$ cat src/design/aes_pkg.sv
// ----------------------------------------------------------------------------
// AES decrypt package
// Shared types, S-box inverse and GF helpers for the block decrypt core.
// ----------------------------------------------------------------------------
package aes_pkg;

    localparam int unsigned MIN_ROUNDS = 10;

    typedef logic [127:0] t_block;

    function automatic logic [7:0] inv_sbox(input logic [7:0] a);
        logic [7:0] t [256];
        t = '{
        8'h52,8'h09,8'h6a,8'hd5,8'h30,8'h36,8'ha5,8'h38,8'hbf,8'h40,8'ha3,8'h9e,8'h81,8'hf3,8'hd7,8'hfb,
        8'h7c,8'he3,8'h39,8'h82,8'h9b,8'h2f,8'hff,8'h87,8'h34,8'h8e,8'h43,8'h44,8'hc4,8'hde,8'he9,8'hcb,
        8'h54,8'h7b,8'h94,8'h32,8'ha6,8'hc2,8'h23,8'h3d,8'hee,8'h4c,8'h95,8'h0b,8'h42,8'hfa,8'hc3,8'h4e,
        8'h08,8'h2e,8'ha1,8'h66,8'h28,8'hd9,8'h24,8'hb2,8'h76,8'h5b,8'ha2,8'h49,8'h6d,8'h8b,8'hd1,8'h25,
        8'h72,8'hf8,8'hf6,8'h64,8'h86,8'h68,8'h98,8'h16,8'hd4,8'ha4,8'h5c,8'hcc,8'h5d,8'h65,8'hb6,8'h92,
        8'h6c,8'h70,8'h48,8'h50,8'hfd,8'hed,8'hb9,8'hda,8'h5e,8'h15,8'h46,8'h57,8'ha7,8'h8d,8'h9d,8'h84,
        8'h90,8'hd8,8'hab,8'h00,8'h8c,8'hbc,8'hd3,8'h0a,8'hf7,8'he4,8'h58,8'h05,8'hb8,8'hb3,8'h45,8'h06,
        8'hd0,8'h2c,8'h1e,8'h8f,8'hca,8'h3f,8'h0f,8'h02,8'hc1,8'haf,8'hbd,8'h03,8'h01,8'h13,8'h8a,8'h6b,
        8'h3a,8'h91,8'h11,8'h41,8'h4f,8'h67,8'hdc,8'hea,8'h97,8'hf2,8'hcf,8'hce,8'hf0,8'hb4,8'he6,8'h73,
        8'h96,8'hac,8'h74,8'h22,8'he7,8'had,8'h35,8'h85,8'he2,8'hf9,8'h37,8'he8,8'h1c,8'h75,8'hdf,8'h6e,
        8'h47,8'hf1,8'h1a,8'h71,8'h1d,8'h29,8'hc5,8'h89,8'h6f,8'hb7,8'h62,8'h0e,8'haa,8'h18,8'hbe,8'h1b,
        8'hfc,8'h56,8'h3e,8'h4b,8'hc6,8'hd2,8'h79,8'h20,8'h9a,8'hdb,8'hc0,8'hfe,8'h78,8'hcd,8'h5a,8'hf4,
        8'h1f,8'hdd,8'ha8,8'h33,8'h88,8'h07,8'hc7,8'h31,8'hb1,8'h12,8'h10,8'h59,8'h27,8'h80,8'hec,8'h5f,
        8'h60,8'h51,8'h7f,8'ha9,8'h19,8'hb5,8'h4a,8'h0d,8'h2d,8'he5,8'h7a,8'h9f,8'h93,8'hc9,8'h9c,8'hef,
        8'ha0,8'he0,8'h3b,8'h4d,8'hae,8'h2a,8'hf5,8'hb0,8'hc8,8'heb,8'hbb,8'h3c,8'h83,8'h53,8'h99,8'h61,
        8'h17,8'h2b,8'h04,8'h7e,8'hba,8'h77,8'hd6,8'h26,8'he1,8'h69,8'h14,8'h63,8'h55,8'h21,8'h0c,8'h7d};
        return t[a];
    endfunction

    function automatic logic [7:0] xt(input logic [7:0] a);
        return {a[6:0], 1'b0} ^ (a[7] ? 8'h1b : 8'h00);
    endfunction

    // a*9, a*11, a*13, a*14 from doublings
    function automatic logic [31:0] mul_set(input logic [7:0] a);
        logic [7:0] a2, a4, a8;
        a2 = xt(a);
        a4 = xt(a2);
        a8 = xt(a4);
        return {a8 ^ a, a8 ^ a2 ^ a, a8 ^ a4 ^ a, a8 ^ a4 ^ a2};
    endfunction

    function automatic logic [31:0] inv_mix_col(input logic [31:0] c);
        logic [31:0] m0, m1, m2, m3;
        m0 = mul_set(c[31:24]);
        m1 = mul_set(c[23:16]);
        m2 = mul_set(c[15:8]);
        m3 = mul_set(c[7:0]);
        // fields: [31:24]=x9 [23:16]=x11 [15:8]=x13 [7:0]=x14
        return {m0[7:0] ^ m1[23:16] ^ m2[15:8] ^ m3[31:24],
                m0[31:24] ^ m1[7:0] ^ m2[23:16] ^ m3[15:8],
                m0[15:8] ^ m1[31:24] ^ m2[7:0] ^ m3[23:16],
                m0[23:16] ^ m1[15:8] ^ m2[31:24] ^ m3[7:0]};
    endfunction

    function automatic logic [7:0] byte_at(input t_block s, input int unsigned i);
        return s[127 - 8 * i -: 8];
    endfunction

    function automatic t_block inv_shift_sub(input t_block s);
        t_block t;
        for (int col = 0; col < 4; col++) begin
            for (int row = 0; row < 4; row++) begin
                t[127 - 8 * (row + 4 * col) -: 8] =
                    inv_sbox(byte_at(s, row + 4 * ((col + 4 - row) % 4)));
            end
        end
        return t;
    endfunction

    function automatic t_block inv_mix(input t_block s);
        t_block t;
        for (int col = 0; col < 4; col++) begin
            t[127 - 32 * col -: 32] = inv_mix_col(s[127 - 32 * col -: 32]);
        end
        return t;
    endfunction

endpackage

$ cat src/design/aes_round.sv
// ----------------------------------------------------------------------------
// AES inverse round unit
// One shared round: AddRoundKey, optional InvMixColumns, then InvShiftRows+InvSubBytes unless i_last.
// ----------------------------------------------------------------------------
module aes_round (
    input  aes_pkg::t_block i_state,
    input  aes_pkg::t_block i_key,
    input  logic            i_mix,
    input  logic            i_last,
    output aes_pkg::t_block o_state
);
    import aes_pkg::*;

    t_block w_add;
    t_block w_mix;

    always_comb begin
        w_add = i_state ^ i_key;
        w_mix = i_mix ? inv_mix(w_add) : w_add;
        o_state = i_last ? w_add : inv_shift_sub(w_mix);
    end
endmodule

$ cat config.mk
export PLATFORM = sky130hd
export DESIGN_NAME = aes_round
export DESIGN_NICKNAME = d
export VERILOG_FILES = /design/src/design/aes_pkg.sv /design/src/design/aes_round.sv
export SDC_FILE = /design/constraint.sdc
export NUM_CORES = 2
export LEC_CHECK = 0
export BUFFER_PORTS_ARGS = -buffer_cell sky130_fd_sc_hd__buf_2
export CELL_PAD_IN_SITES_DETAIL_PLACEMENT = 1
export CELL_PAD_IN_SITES_GLOBAL_PLACEMENT = 2
export CORE_MARGIN = 1
export CORE_UTILIZATION = 36
export DETAILED_ROUTE_END_ITERATION = 10
export PLACE_DENSITY_LB_ADDON = 0.08
export SETUP_SLACK_MARGIN = 0.1
export SYNTH_ARGS = -nofsm -noshare
export SYNTH_HDL_FRONTEND = slang
export SYNTH_SLANG_ARGS = --single-unit
$ cat constraint.sdc
create_clock -name vclk -period 9.8
set_input_delay 1.96 -clock vclk [all_inputs]
set_output_delay 1.96 -clock vclk [all_outputs]
set_load 0.05 [all_outputs]
==> flow_metrics.env <==
export IMPL_postLayoutCellArea_mm2=0.07412
export IMPL_ys_seq_area_share_pct=0
export IMPL_holdWs_ns=4.513
export IMPL_fmax_mhz=101.5
export IMPL_crit_fanout=34
export IMPL_finalWeightedCongestion=1.106
export IMPL_cp_start_kind="input pin"
export IMPL_drive_gt1_share_pct=14.60
export IMPL_hold_viol=0
export IMPL_synth_largest_area_cell="a21oi_1"
export IMPL_maxCapViolations=1
export IMPL_rows=156
export IMPL_fin_crit_ns=9.849
export IMPL_synth_nets=10840
export IMPL_synth_cell_type_count=103
export IMPL_num_vias=97460
export IMPL_firstDrtPassIters=9
export IMPL_yosysWarnings=0
export IMPL_ys_top_cells_by_area="a21oi_1 7.4%, xnor2_1 7.3%, nand2_1 7.1%"
export IMPL_syn_inst=10280
export IMPL_dp_hpwl_um=347200
export IMPL_track_usage_pct=48.01
export IMPL_setup_viol=1
export IMPL_grt_max_degree=112
export IMPL_die_width_um=428.4
export IMPL_drt_iter0_drc=16290
export IMPL_rsz0062_at_grt="yes"
export IMPL_die_y_um=428.4
export IMPL_via_per_inst=7.643
export IMPL_fin_tns_setup_ns=-0.04873
export IMPL_crit_path_end_kind="primary output"
export IMPL_wl_per_cell_um=36.81
export IMPL_violations="capacitance limit, slew limit, setup timing"
export IMPL_ant_nets=0
export IMPL_ctsResizeCount=0
export IMPL_slew_limit_headroom_pct=-3.947
export IMPL_pin_count=386
export IMPL_regArea_um2=0
export IMPL_layout_nets=10930
export IMPL_dp_slack_ns=0.1709
export IMPL_fillerInstances=23420
export IMPL_syn2layout_area_growth_pct=13.23
export IMPL_min_path_type="input pin to primary output"
export IMPL_drc=0
export IMPL_design_seq_count=0
export IMPL_dieArea_mm2=0.1836
export IMPL_critPathKind="input pin to primary output"
export IMPL_synth_top_area_share_pct=7.393
export IMPL_fin_crit_sh_pct=100.5
export IMPL_place_area_mm2=0.07401
export IMPL_grt_remaining_overflow=0
export IMPL_status="complete, but fails checks"
export IMPL_worstMarginPinSlew_ns=1.559
export IMPL_synthesis_area_mm2=0.06547
export IMPL_grt_pass1_wl_um=675100
export IMPL_crit_required_ns=7.84
export IMPL_cts_setup_buffers=0
export IMPL_final_setup_worst_slack_ns=-0.04873
export IMPL_core_mm2=0.1807
export IMPL_cp_data_arrival_time_ns=7.89
export IMPL_ctsHoldBuffers=0
export IMPL_n_clock_buffer=0
export IMPL_grt_antenna_before_repair=21
export IMPL_syn_avg_cell_area_um2=6.371
export IMPL_wirelength_um=469300
export IMPL_grt_pass1_vias=92900
export IMPL_port_buffers=386
export IMPL_start_util_pct=36.22
export IMPL_slew_violations=9
[through the flow]
| step | std cells | utilization (%) |
|---|---|---|
| CTS | 12730 | 40.95 |
| finish | 12750 | 41.01 |
| global route | 12740 | 41.00 |
| floorplan | 10280 | - |
| global placement | 12730 | 40.95 |
| detailed placement | 12730 | 40.95 |
[critical path, stage by stage]
cell      delay (ns)
buf_2           0.20
xnor2_2         0.75
xnor2_1         0.40
xnor3_1         0.48
xnor2_2         0.38
xnor2_1         0.34
a21oi_4         0.93
nand2_1         0.29
o21ai_0         0.59
o21ai_0         0.18
o21ai_0         0.28
nand3_1         0.17
o211ai_1        0.47
buf_2           0.40
[final timing paths]
check             cells after the start         from          end  slack (ns)
hold / removal                        5  i_state[25]  o_state[25]        4.51
setup / recovery                     14   i_key[103]  o_state[87]       -0.05
[metal layers]
layer	GRT usage (%)	up-vias	share of wire, %
li1	-	39520	-
met1	59.90	47050	37
met2	71.07	8626	41
met3	12.85	2261	13
met4	34.40	10	9.3
met5	0	-	0.013
[placed cells by master, fill, tap and decap left out, types with 46 or more instances in the layout]
| master | count |
|---|---|
| a2111oi_0 | 56 |
| a211o_1 | 66 |
| a211oi_1 | 289 |
| a21o_1 | 57 |
| a21oi_1 | 929 |
| a221oi_1 | 160 |
| a22oi_1 | 46 |
| a311oi_1 | 124 |
| a31oi_1 | 248 |
| a32oi_1 | 68 |
| and2_1 | 83 |
| and3_1 | 52 |
| buf_12 | 62 |
| buf_2 | 348 |
| buf_4 | 806 |
| ha_1 | 304 |
| inv_1 | 96 |
| mux2i_1 | 57 |
| nand2_1 | 1236 |
| nand2b_1 | 57 |
| nand3_1 | 334 |
| nand4_1 | 76 |
| nor2_1 | 950 |
| nor3_1 | 318 |
| o2111ai_1 | 90 |
| o211ai_1 | 328 |
| o21a_1 | 53 |
| o21ai_0 | 798 |
| o221ai_1 | 167 |
| o22ai_1 | 102 |
| o311ai_0 | 144 |
| o31ai_1 | 92 |
| or3_1 | 53 |
| xnor2_1 | 522 |
| xnor2_2 | 56 |
| xnor3_1 | 188 |
| xor2_1 | 138 |
[cell usage after synthesis, types with 146 or more instances]
master,instances
nor3_1,318
o311ai_0,147
a221oi_1,160
o21ai_0,807
a211oi_1,289
a21oi_1,967
xnor2_1,545
a31oi_1,249
o211ai_1,328
nor2_1,954
ha_1,304
xor2_1,146
xnor3_1,188
nand2_1,1236
o221ai_1,167
nand3_1,335
clkbuf_1,821
buf_2,159
[cells by family after synthesis]
family          count (synthesis)  synth area share (%)
compound gates               4349                 45.28
simple gates                 3341                 22.57
fa+ha+maj                     304                 5.810
mux                            98                 1.676
xor+xnor                      930                 17.13
buf+inv                      1253                 7.532
[layout make-up]
cell class	instances	area [um^2]	share of cell area [%]
inverter	125	479.2	0.6465
tap	2370	2965	4.001
antenna	14	35.03	0.04726
multi-input combinational	9024	61580	83.08
timing repair buffer	1218	9062	12.23
